**src/design/sac_ram.sv**
```systemverilog
// ----------------------------------------------------------------------------
// sac_ram
// Simple dual-port synchronous RAM: one write port, one read port with
// registered read data.
// ----------------------------------------------------------------------------
module sac_ram #(
  parameter int WIDTH  = 8,
  parameter int ADDR_W = 1
) (
  input  logic              clk,
  input  logic              we,
  input  logic [ADDR_W-1:0] waddr,
  input  logic [WIDTH-1:0]  wdata,
  input  logic              re,
  input  logic [ADDR_W-1:0] raddr,
  output logic [WIDTH-1:0]  rdata
);

  logic [WIDTH-1:0] mem [2**ADDR_W];

  always_ff @(posedge clk) begin
    if (we) begin
      mem[waddr] <= wdata;
    end
  end

  always_ff @(posedge clk) begin
    if (re) begin
      rdata <= mem[raddr];
    end
  end

endmodule

```
**config.mk**
```make
export PLATFORM = sky130hd
export DESIGN_NAME = sac_ram
export DESIGN_NICKNAME = d
export VERILOG_FILES = /design/src/design/sac_ram.sv
export SDC_FILE = /design/constraint.sdc
export NUM_CORES = 1
export LEC_CHECK = 0
export ABC_AREA = 1
export CAP_MARGIN = 0
export CELL_PAD_IN_SITES_DETAIL_PLACEMENT = 1
export CELL_PAD_IN_SITES_GLOBAL_PLACEMENT = 1
export CORE_MARGIN = 5
export CORE_UTILIZATION = 42
export CTS_CLUSTER_DIAMETER = 60
export DETAILED_ROUTE_END_ITERATION = 7
export DONT_BUFFER_PORTS = 1
export PLACE_DENSITY = 0.66
export SYNTH_ARGS = -nofsm -noshare
export SYNTH_HDL_FRONTEND = slang
export SYNTH_SLANG_ARGS = --single-unit
```
**constraint.sdc**
```tcl
create_clock -name clk -period 0.9 [get_ports clk]
set_input_delay 0.09 -clock clk [delete_from_list [all_inputs] [get_ports clk]]
set_output_delay 0.09 -clock clk [all_outputs]
set_load 0.01 [all_outputs]
```
## Word level (Yosys, flattened, before mapping)

Memory sizes are Yosys's and may differ from the RTL's. A register that Yosys moved wholly into a read port is not among the register bits.
Cells that the tools add are included.

| word-level totals | value |
|---|---|
| flip-flop bits (word level) | 0 |
| latch bits | 0 |
| memory bits (writable) | 16 |
| memory bits (read-only) | 0 |
| input bits | 13 |
| output and inout port bits | 8 |
| word-level logic and storage cells | 3 |
| memories kept | 1 |

| cells by class | value |
|---|---|
| add/subtract/negate cells | 0 |
| $mul | 0 |
| divide/modulo/power cells | 0 |
| $lt $le $gt $ge | 0 |
| eq/ne operators | 0 |
| shift-type cells | 0 |
| mux-type cells | 2 |
| bitwise gates (word level) | 0 |
| reductions and logical operators | 0 |

Memories:

| name | depth | bits a word | read ports | clocked after Yosys merged registers in | wr ports | line | source |
|---|---|---|---|---|---|---|---|
| mem | 2 | 8 | 1 | 1 | 1 | 19 | `logic [WIDTH-1:0] mem [2**ADDR_W];` |

Operator list:

| kind | count |
|---|---|
| 1-bit two-way mux | 2 |

## Logic depth before layout (Yosys ltp)

| depth | value |
|---|---|
| depth after elaboration | 2 |
| depth in mapped cells | 4 |
| depth with buffers taken out | 3 |

## Worst setup path before layout

OpenSTA, ideal clock, no wires.

| timing | value |
|---|---|
| path type | input to register |
| start | input we |
| end | memory mem[0][0] (enable) |
| setup time | 0.371 ns |
| arrival | 0.479 ns |
| data required time | 0.529 ns |
| setup slack | 0.050 ns |
| stages | 2 |
| buffers on the path | 0 |
| cells stage by stage | inv_1 -> nor2_1 |

| between the ends | value |
|---|---|
| cells in the longest elaborated chain, start to end | 2 |

RTL lines:

| element | line | source |
|---|---|---|
| start, declared | 11 | `input logic we,` |
| 1-bit two-way mux | 22 | `if (we) begin` |
| 1-bit two-way mux (implied by the code) | 23 | `mem[waddr] <= wdata;` |
| end, declared | 19 |  |

Every way passes these cells.

## Final worst setup path

| timing | value |
|---|---|
| start | input re |
| end | register rdata[0], read port of mem (enable) |

RTL lines:

| element | line | source |
|---|---|---|
| start, declared | 14 | `input logic re,` |
| end, declared | 16 | `output logic [WIDTH-1:0] rdata` |

No word-level cell between the ends.

==> results.md <==
- CP Launch Type: input pin
- DRC violations left: 0
- Hold EP: rdata[4]
- CP Class: input pin to flip-flop
- Delay-heaviest family, CP: buffers and inverters
- Final period util: around 96%
- Fin util: 51.4%
- Worst R2R Path Depth: 2
- CTS tree: done
- DRT Wirelength: roughly 1.3 mm
- Fmax: about 1.2 GHz
- Largest net degree at the start of global routing: 14
- Max-Cap Viols: 0
- Via count: around 430
- Worst VDD drop: 968 uV
- Synth-to-layout area growth: 18.6%
- Clk root buf: clkbuf_4
- GRT overflow: 0
- Clk sinks: 24
- Clock Pin Slew Worst Setup and Hold Paths: approximately 120 ps
- Sequential fraction of the synthesis area: 85.7%
- HP Class: input pin to flip-flop
- Worst EP arrival: ~840 ps
- Worst Hold Launch: raddr
- IO buf count: 0
- P_leak: 0.384 nW
- Layout cells sized above 1: around 7.4%
- Iteration-0 DRC Markers: 1
- First-pass GRT wire length: between 2 and 2.5 mm
- Hold Worst Slack: ~100 ps
- Outcome: completed
- RR Startpoint: mem[0][5]
- Vias in the first global route: ~430
- Initial Utilization: between 40% and 50%
- Reg-to-Reg End: rdata[5]
- Max incr delay on CP: 750 ps
- Post-CTS sizing: 0
- Worst-Skew Late Latency: about 300 ps
- Slowest cell on the critical path: dlygate4sd3_1
- Power Dens Cells: 1910 nW/um^2
- # setup viols final: 0
- Skew final: between 5 and 6 ps
- Slew Viols, Final: 0
- Final ANT Viol Nets: 0
- Setup crit end kind: flip-flop
- Dpl hpwl: 895 um
- CTS buffer count: 3
- Fill cell count: 195
- Power Total: 1.91 mW
- Setup TNS: 0 ps
- CTS Buffer Depth: 2
- Die footprint: 3000 um^2
- Hold path cells: 3
- WP data required: between 800 and 900 ps
- Htree depth: 1
- Die height: roughly 55 um
- Worst Tran Pin Value: ~350 ps
- Post-layout min period: 863 ps
- Yosys cell types: 6
- Area of the multi-input gates: 97.6 um^2
- Finished Cell Area: 997 um^2
- Initial antenna violation count: 0
- Cells after synthesis: between 50 and 60
- Seq cells post-synth: 24
- Core area: 1940 um^2
- Routability congestion estimate: approximately 0.62
- Cells after DPL: 81
- RSZ-0062 raised after global routing: false
- Non-Filler Instances: 95
- Max_slew headroom: 76.5%
- Dpl ws: 151 ps
- FP Rows: 16
- Mapped cell area: 841 um^2
- # diodes: 0
- Die Width: between 50 and 60 um
- Flip-flop and latch area: around 700 um^2
- Total track usage: 10.1%
- Crit path buffers/inverters: 1
- Via/cell ratio: roughly 4.5
- Syn_nets: 67
- DP Area: a little under 900 um^2
- Yosys warnings: 0
- CP cell instances: dlygate4sd3_1
- IO Pins: 21
- Crit path max fanout: 8
- Final net count: 82
- Final worst setup slack: roughly 37 ps
- R2R setup slack: approximately 140 ps
- Drt wl/cell: about 13 um
- DRT Pass-1 Iters: 2
- Mapped Avg Cell Area: 15.6 um^2
- Final Hold Vio Count: 0
synthesized netlist by cell type:
library cell / n / area share (%)
nand2_1: 25 / 11
edfxtp_1: 24 / 86
inv_1: 2 / 0.89
buf_6: 1 / 1.3
inv_2: 1 / 0.45
nor2_1: 1 / 0.45
how the worst max path moves through the flow:
stage                         start   endpoint  cells after the start
final                            re   rdata[0]                      1
after global routing          raddr   rdata[0]                      3
after CTS                        re   rdata[0]                      1
after detailed placement  mem[0][0]   rdata[0]                      2
after global placement    mem[1][1]   rdata[1]                      2
after floorplan                  we  mem[0][0]                      2
timing repair:
action                                 CTS  global route
endpoints found under the hold margin   32             0
setup buffers                            0             0
hold buffers                            10             0
report_power, final:
part	internal [mW]	switching, mW
registers	1.32	0.0342
logic	0.0485	0.0598
clock network	0.161	0.284
total	1.53	0.378
tightest hold or removal path: stages:
cell	delay [ps]
inv_2	50
nand2_1	60
nand2_1	40
cell usage in the layout, fill, tap and decap left out:
master	n
nand2_1	25
edfxtp_1	24
dlygate4sd3_1	10
clkbuf_4	3
inv_1	2
inv_2	1
nor2_1	1
clkinv_1	1
buf_4	1
layer usage:
layer	track usage, %	wire length (um)	vias to the layer above	share of wire [%]
met5	0	0	-	0
met4	4.98	13	0	1.0
met3	2.72	63	2	4.9
met2	18.1	664	15	52
met1	10.7	539	198	42
li1	-	-	211	-
cell type report:
class                      count  area share [%]
clock buffer                   3            2.26
clock inverter                 1           0.376
inverter                       3            1.13
multi-input combinational     26            9.79
sequential                    24            72.3
tap                           27            3.39
timing repair buffer          11            10.8
state kept, by name (all words and copies together), names as in the netlist:
register,cells
mem,16
rdata,8
cells by family after synthesis:
logic type / after synthesis / share of synthesized area, %
buf+inv: 4 / 2.68
flops: 24 / 85.7
simple gates: 26 / 11.6
Power figures use the tool's default switching activity.
