==> config.mk <==
export PLATFORM = sky130hd
export DESIGN_NAME = sac_lru_unit
export DESIGN_NICKNAME = d
export VERILOG_FILES = /design/src/design/sac_lru_unit.sv
export SDC_FILE = /design/constraint.sdc
export NUM_CORES = 1
export LEC_CHECK = 0
export ABC_CLOCK_PERIOD_IN_PS = 10200
export BUFFER_PORTS_ARGS = -buffer_cell sky130_fd_sc_hd__buf_4
export CAP_MARGIN = 5
export CORE_AREA = 2 2 140 142
export DETAILED_ROUTE_END_ITERATION = 6
export DIE_AREA = 0 0 142 144
export GPL_TIMING_DRIVEN = 1
export PLACE_DENSITY_LB_ADDON = 0.08
export SLEW_MARGIN = 20
export SYNTH_ARGS = -nofsm -noshare
export SYNTH_HDL_FRONTEND = slang
export SYNTH_SLANG_ARGS = --single-unit
==> constraint.sdc <==
create_clock -name vclk -period 10.2
set_input_delay 2.04 -clock vclk [all_inputs]
set_output_delay 2.04 -clock vclk [all_outputs]
set_load 0.02 [all_outputs]
==> src/design/sac_lru_unit.sv <==
// ----------------------------------------------------------------------------
// sac_lru_unit
// Compares the tag against every valid way of one set, picks the hit way or
// the least recently used victim, and builds the updated set row: tags,
// valid bits and recency order (entry 0 oldest).
// ----------------------------------------------------------------------------
module sac_lru_unit #(
  parameter int WAYS  = 8,
  parameter int TAG_W = 17,
  parameter int WAY_W = 3
) (
  input  logic [TAG_W-1:0]      tag,
  input  logic [WAYS*TAG_W-1:0] tag_row,
  input  logic [WAYS-1:0]       valid,
  input  logic [WAYS*WAY_W-1:0] order,
  output logic                  hit,
  output logic [WAY_W-1:0]      way,
  output logic [WAYS*TAG_W-1:0] tag_row_nxt,
  output logic [WAYS-1:0]       valid_nxt,
  output logic [WAYS*WAY_W-1:0] order_nxt
);

  logic [WAYS-1:0]  match;
  logic [WAYS-1:0]  pos_match;
  logic [WAY_W-1:0] hit_way;
  logic [WAY_W-1:0] victim;
  logic             shift_acc;

  always_comb begin
    for (int w = 0; w < WAYS; w++) begin
      match[w] = valid[w] && (tag_row[w*TAG_W +: TAG_W] == tag);
    end
    hit = |match;

    // lowest matching way wins
    hit_way = '0;
    for (int w = WAYS - 1; w >= 0; w--) begin
      if (match[w]) begin
        hit_way = WAY_W'(w);
      end
    end

    victim = order[0 +: WAY_W];
    if (int'(victim) >= WAYS) begin
      victim = '0;
    end

    way = hit ? hit_way : victim;

    // drop the way from its place in the order, close the gap, append it
    for (int i = 0; i < WAYS; i++) begin
      pos_match[i] = (order[i*WAY_W +: WAY_W] == way);
    end
    shift_acc = 1'b0;
    order_nxt = order;
    for (int i = 0; i < WAYS - 1; i++) begin
      shift_acc = shift_acc | pos_match[i];
      if (shift_acc) begin
        order_nxt[i*WAY_W +: WAY_W] = order[(i+1)*WAY_W +: WAY_W];
      end
    end
    order_nxt[(WAYS-1)*WAY_W +: WAY_W] = way;

    tag_row_nxt = tag_row;
    valid_nxt   = valid;
    for (int w = 0; w < WAYS; w++) begin
      if (!hit && (way == WAY_W'(w))) begin
        tag_row_nxt[w*TAG_W +: TAG_W] = tag;
        valid_nxt[w]                  = 1'b1;
      end
    end
  end

endmodule

# == After elaboration in Yosys (flattened, before gate mapping) ==
# Index checks and enable logic that the tools add are counted.
# op_classes
n_eq_ne,22
bitwise,6
n_mux,32
reduce_logical,19
# ops
cell,count
17-bit equality test,8
17-bit 2-to-1 mux,8
3-bit 2-to-1 mux,16
3-bit equality test,7
1-bit logical AND,16
3-bit equality test (second input constant),4
1-bit 2-to-1 mux,8
8-bit OR reduction,1
3-bit by 2-bit equality test with 1-bit output (second input constant),2
1-bit OR,6
3-bit by 1-bit equality test with 1-bit output (second input constant),1
3-bit zero test,1
1-bit zero test,1
# word_totals
register_bits,0
word_cells,79
output_inout_bits,172
input_bits,185

# == Longest topological paths before layout ==
# Gate-level depths: netlist of the first run.
# logic_depth
depth_word,19
mapped_depth,15
depth_no_buf,13

# == Least setup slack after synthesis of the first run ==
# OpenSTA, ideal clock, no wires.
# synth_path
path_kind,in2out
from,input port tag[14]
to,output port order_nxt[18]
path_stages,13
setup_slack_ns,3.076
arrival_time_ns,5.084
cell_sequence,buf_4 > xor2_1 > or4_4 > nor3_4 > nand2_1 > nand3_1 > a211oi_1 > or4_4 > a31oi_4 > a22o_2 > o2111ai_2 > nor2_2 > mux2_1
# synth_via
elab_chain_len,19
# synth_rtl
element,line,source
"start, declared",12,"input logic [TAG_W-1:0] tag,"
17-bit equality test,31,match[w] = valid[w] && (tag_row[w*TAG_W +: TAG_W] == tag);
1-bit logical AND,31,
3-bit 2-to-1 mux (8 in series),38,if (match[w]) begin
3-bit 2-to-1 mux *,48,way = hit ? hit_way : victim;
3-bit equality test,52,pos_match[i] = (order[i*WAY_W +: WAY_W] == way);
1-bit OR (5 in series),57,shift_acc = shift_acc | pos_match[i];
1-bit OR *,57,
3-bit 2-to-1 mux *,58,if (shift_acc) begin
"end, declared",20,output logic [WAYS*WAY_W-1:0] order_nxt
# Mark *: on every way between the ends. The rest lies on a longest branch, timed or not.

# == Final worst setup path of the first run ==
# layout_path
from,input port tag[8]
to,output port tag_row_nxt[104]
# layout_via
elab_chain_len,14
# layout_rtl
element,line,source
17-bit equality test,31,
1-bit logical AND,31,
3-bit 2-to-1 mux (8 in series),38,
3-bit 2-to-1 mux,48,
3-bit equality test,67,if (!hit && (way == WAY_W'(w))) begin
1-bit logical AND *,67,
17-bit 2-to-1 mux *,67,
"end, declared",18,"output logic [WAYS*TAG_W-1:0] tag_row_nxt,"
# Marks and branches as above.

==> reports/summary.txt, run 1 <==
===========================================================================
Path category of the worst min-delay check                     input port to primary output
Max-cap violation count                                                   0
Die area                                                         0.0204 mm²
Post-route core utilization                                           0.392
Share of the cycle needed by the critical path after routing          0.755
Synth area leaders                                             mux2_2 (33%), xnor2_1 (22%), nand4_1 (7.4%), xor2_1 (5.9%), buf_2 (3.8%)
Area taken by flip-flops and latches                                  0 µm²
DP Wirelength                                                       21.0 mm
Top-level port count                                                    357
Detailed-router iteration count before antenna repair                     5
Element type at the critical path start                          input port
Area share of the largest cell type after synthesis                   0.333
Upper clock frequency limit                                         130 MHz
Number of gates resized after cts                                         0
Mean instance size in the synthesized netlist                      8.32 µm²
Count of warnings emitted by yosys                                        0
Kind of capture point of the worst setup path                  primary output
Count of clock-net buffers in the final layout                            0
Via count normalized by instance count                                 5.12
Final-report max-slew violation count                                     0
Synthesized net count                                                   754
Arrival time at the worst endpoint                                  5.66 ns
Register area share after synthesis                                       0
Post CTS Setup Buffer Count                                               0
Gate count after technology mapping                                     569
Antenna viol nets, final                                                  0
Detailed Route Iter0 Violations                                         192
Final hold vios                                                           0
Setup CP Type                                                  input port to primary output
Total negative setup slack                                             0 ns
Effective utilization at floorplan                                    0.248
Overall routed net length                                           25.8 mm
Setup repair after global routing missed its margin                      no
Relative slew slack                                                   0.301
Die extent in y                                                      144 µm
Area delta synth->final                                               57.8%
Pin count of the biggest net entering global routing                     19
Number of flip-flops and latches                                          0
Worst-path fanout max                                                    18
Initial antenna violation count                                           1
Cell with the most instances after synthesis                         mux2_2
Synth Cell Area                                                 0.00474 mm²
Layout fillers                                                         2018
Aggregate global routing overflow                                         0
GRT Util Overall                                                      0.235
Post-synthesis cell type with the largest combined area              mux2_2
Final weighted congestion in routability-driven placement             0.887
Layout cell share with drive strength beyond 1                        0.592
Final setup violation count                                               0
Count of buffers from port buffering                                    357
Time the worst path needs with I/O delays and setup                 7.70 ns
Core Region                                                      0.0191 mm²
Remaining routing DRC violations                                          0
Commonest cells post-synth                                     mux2_2 (140), xnor2_1 (121), nand4_1 (56)
Net count, final                                                       1063
Via count of the first global-routing pass                             5799
Power Density                                                   56.8 mW/mm²
Count of standard-cell rows                                              51
Slew at the pin closest to its max-slew limit                       1.05 ns
Routed wirelength normalized by instance count                      23.1 µm
Vias                                                                   5711
Die Wd                                                               142 µm
Area used by multi-input combinational logic                    0.00444 mm²
VDD IR max                                                          27.5 µV
Post-synth cell types                                                    66
Cts-stage hold buffer count                                               0
Pleak                                                               3.15 nW
Data required time of the worst path                                8.16 ns
Wire length of the first global-routing pass                        36.2 mm
Status                                                         finished, final reports clean
===========================================================================
[worst max-delay path, stage by stage]
cell and delay, ns:
buf_4 0.26, xnor2_1 0.15, and4_1 0.21, nand3_1 0.12
or2_1 0.14, nand4_2 0.22, nor3_1 0.35, clkinv_1 0.35
nor2_1 0.27, nand3_1 0.77, mux2_2 0.58, buf_4 0.16
[area by class of cell]
type                       count  area share
timing repair buffer         358       0.360
multi-input combinational    507       0.595
inverter                      11     0.00552
tap                          238      0.0398
antenna                        1    0.000335
[kinds of logic (layout without fill, tap and decap cells)]
kind of cell              Yosys count  after routing  synth area share
and+or+nand+nor                   163            163             0.214
muxes                             157            157             0.375
xor gates and xnor gates          153            153             0.283
buffers and inverters              62            369            0.0634
AOI/OAI and AO/OA                  34             34            0.0650
other                               0              1                 0
[metal layers]
metal  global-route usage  vias up  part of all wire
met4               0.0489        0             0.021
met5                    0        -                 0
met3               0.0318       32             0.054
met2                0.433      243              0.51
li1                     -     2716                 -
met1                0.290     2720              0.41
[path summary, 6_finish.rpt]
check	startpoint	endpoint	cells past startpoint
worst max-delay path	tag[8]	tag_row_nxt[104]	12
worst min-delay path	order[21]	order_nxt[18]	3
[layout by cell type (no fill, tap or decap), types with 3 or more instances in the layout]
cell type	instances
nand2b_1	9
mux2_4	3
inv_1	10
mux2_2	140
a21oi_1	4
nor2_1	11
mux2i_1	3
xnor2_1	121
nand2_1	15
buf_4	358
or2_1	3
nand4_1	56
xor2_1	32
nor4_1	6
nor4b_1	6
o21ai_0	3
nor3_1	14
nand3_1	8
and4_1	4
and2_1	6
mux2_1	11
nor3b_1	4
[power breakdown]
group | switching (mW) | internal, mW | leakage, nW | total [mW]
clock | 0 | 0.0000000131 | 0.00000634 | 0.0000000131
sequential | 0 | 0 | 0 | 0
combinational | 0.225 | 0.199 | 3.15 | 0.424
total | 0.225 | 0.199 | 3.15 | 0.424
[stage by stage]
step	worst slack [ns]	power [mW]	area, µm²	cells	hold slack [ns]
4_1_cts	2.45	0.425	7470	1114	4.39
3_5_place_dp	2.45	0.424	7470	1114	4.39
3_3_place_gp	2.54	0.426	7470	1114	4.39
2_1_floorplan	3.08	0.237	4740	569	4.22
5_1_grt	2.21	0.451	7470	1115	4.40
6_report	2.50	0.424	7470	1115	4.39
Note: power is estimated with default switching activity, not from simulation.
==> inputs of run 2 (changes only) <==
--- a/config.mk
+++ b/config.mk
@@ -5,7 +5,7 @@
 export SDC_FILE = /design/constraint.sdc
 export NUM_CORES = 1
 export LEC_CHECK = 0
-export ABC_CLOCK_PERIOD_IN_PS = 10200
+export ABC_CLOCK_PERIOD_IN_PS = 7400
 export BUFFER_PORTS_ARGS = -buffer_cell sky130_fd_sc_hd__buf_4
 export CAP_MARGIN = 5
 export CORE_AREA = 2 2 140 142
==> constraint.sdc (replaced) <==
create_clock -name vclk -period 7.4
set_input_delay 1.48 -clock vclk [all_inputs]
set_output_delay 1.48 -clock vclk [all_outputs]
set_load 0.02 [all_outputs]
==> run 2 against run 1 <==
  * Worst hold slack lost 1.1 ns
  * First-iteration DRC count decreased by 12%
  * Via count rose by 0.14%
  * Non-clock buffer count increased by 2
  * Routed wire length shrank 0.64%
  * Count of clock-buffer cells in the layout unchanged
  * Core utilization rose by 0.066 points
  * Global-route usage decreased by 0.37 points
  * Sequential share of layout area is the same
  * Critical endpoint is now order_nxt[18]
==> reports/summary.txt, run 2 (synthesized netlist as in run 1, its figures left out) <==
===================================================================================
Status                                                                 finished, final reports clean
Setup CP Type                                                          input port to primary output
Final Cell Area                                                         0.00749 mm²   +0.17%
Count of clock-net buffers in the final layout                                    0   unchanged
Total negative setup slack                                                     0 ns   unchanged
Time the worst path needs with I/O delays and setup                         6.57 ns
Worst-path fanout max                                                            16   -2
Effective utilization at floorplan                                            0.248   unchanged
VDD IR max                                                                  39.9 µV   +45%
Area taken by flip-flops and latches                                          0 µm²   unchanged
Number of flip-flops and latches                                                  0   unchanged
Setup repair after global routing missed its margin                              no
Ant diodes                                                                        0   -1
Upper clock frequency limit                                                 152 MHz
GRT Util Overall                                                              0.231   -0.00371
Overall routed net length                                                   25.6 mm   -0.64%
Wire length of the first global-routing pass                                35.7 mm   -1.4%
Slew at the pin closest to its max-slew limit                              0.962 ns   -0.0840 ns
Top-level port count                                                            357   unchanged
Kind of capture point of the worst setup path                          primary output
Instance count after placement with tap cells included                         1116   +0.18%
Remaining routing DRC violations                                                  0   unchanged
Layout cell share with drive strength beyond 1                                0.593   +0.000928
Pleak                                                                       3.16 nW   +0.30%
Die Wd                                                                       142 µm   unchanged
Count of buffers from port buffering                                            357   unchanged
Count of placed standard cells in the final layout, fillers left out           1116   +0.090%
Detailed Route Iter0 Violations                                                 169   -12%
Final weighted congestion in routability-driven placement                     0.867   -2.2%
Net count, final                                                               1065   +0.19%
Final worst-path setup slack                                               0.830 ns   -1.67 ns
Relative slew slack                                                           0.357   +0.0564
DP Wirelength                                                               20.8 mm   -0.79%
Data required time of the worst path                                        5.92 ns   -2.24 ns
Final-report max-slew violation count                                             0   unchanged
Vias                                                                           5719   +0.14%
Hold slack                                                                  3.27 ns   -1.12 ns
Via count normalized by instance count                                         5.12   about the same
Via count of the first global-routing pass                                     5842   +0.74%
Area delta synth->final                                                       58.1%
Post-detailed-placement cell area                                       0.00749 mm²   +0.20%
Total Power                                                                0.585 mW   +38%
Post-route core utilization                                                   0.392   +0.000656
Element type at the critical path start                                  input port
Antenna viol nets, final                                                          0   unchanged
Hold depth                                                                        3   unchanged
Initial antenna violation count                                                   0   -1
Aggregate global routing overflow                                                 0   unchanged
Sink of the worst hold path                                            order_nxt[19]
Detailed-router iteration count before antenna repair                             4   -1
Share of the cycle needed by the critical path after routing                  0.888
Path category of the worst min-delay check                             input port to primary output
Hold wc startpoint                                                        order[22]
Max-cap violation count                                                           0   unchanged
Commonest cells after routing, fill and taps aside                     buf_4 (360), mux2_2 (140), xnor2_1 (121), nand4_1 (56), xor2_1 (32)
Power Density                                                           78.1 mW/mm²   +38%
Pin count of the biggest net entering global routing                             19   unchanged
Die extent in y                                                              144 µm   unchanged
Count of standard-cell rows                                                      51   unchanged
Core Region                                                              0.0191 mm²   unchanged
Die area                                                                 0.0204 mm²   unchanged
Final setup violation count                                                       0   unchanged
Final hold vios                                                                   0   unchanged
Post CTS Setup Buffer Count                                                       0   unchanged
Routed wirelength normalized by instance count                              22.9 µm   -0.73%
Arrival time at the worst endpoint                                          5.09 ns   -0.57 ns
Cts-stage hold buffer count                                                       0   unchanged
Commonest non-fill, non-tap cell in the layout                                buf_4
Setup slack after placement                                                0.814 ns   -1.64 ns
Number of gates resized after cts                                                 0   unchanged
===================================================================================
[run 2: cell count changes in the layout (fill, tap and decap cells not counted), sizes merged]
cell	change
buf	+2
diode	-1
[run 2: metal layers]
| layer | wire length (µm) | global-route usage |
|---|---|---|
| met2 | 13100 | 0.431 |
| met4 | 495 | 0.0432 |
| met5 | 0 | 0 |
| met1 | 10500 | 0.281 |
| met3 | 1530 | 0.0354 |
[run 2: where the power goes]
group | switching, mW | leakage [nW] | total [mW] | internal (mW)
clock | 0 | 0 | 0 | 0
combinational | 0.310 | 3.16 | 0.585 | 0.275
sequential | 0 | 0 | 0 | 0
total | 0.310 | 3.16 | 0.585 | 0.275
[run 2: how the worst max path moves through the flow]
| stage | startpoint | to | slack [ns] | cells past startpoint |
|---|---|---|---|---|
| finish | tag[2] | order_nxt[18] | 0.83 | 14 |
| global route | tag[9] | order_nxt[20] | 0.61 | 14 |
| CTS | tag[2] | order_nxt[18] | 0.80 | 14 |
| detailed placement | tag[2] | order_nxt[18] | 0.81 | 14 |
| global placement | tag[7] | order_nxt[19] | 0.84 | 14 |
| floorplan | tag[14] | order_nxt[18] | 1.40 | 13 |
[run 2: final cells by class]
| type | count | area [µm²] |
|---|---|---|
| multi-input cells | 507 | 4440 |
| inverters | 11 | 41.3 |
| repair buffers | 360 | 2700 |
| fillers | 2010 | 11600 |
| well taps | 238 | 298 |
[run 2: worst max-delay path: stages]
cell and delay (ns):
buf_4 0.20, xnor2_1 0.28, nand4_1 0.13, nor3_1 0.26, nand4_1 0.31, nand4_1 0.33, a211oi_1 0.09, or4_4 0.58
a31oi_4 0.21, a22o_2 0.19, o2111ai_2 0.24, nor2_2 0.25, mux2_1 0.35, buf_4 0.16
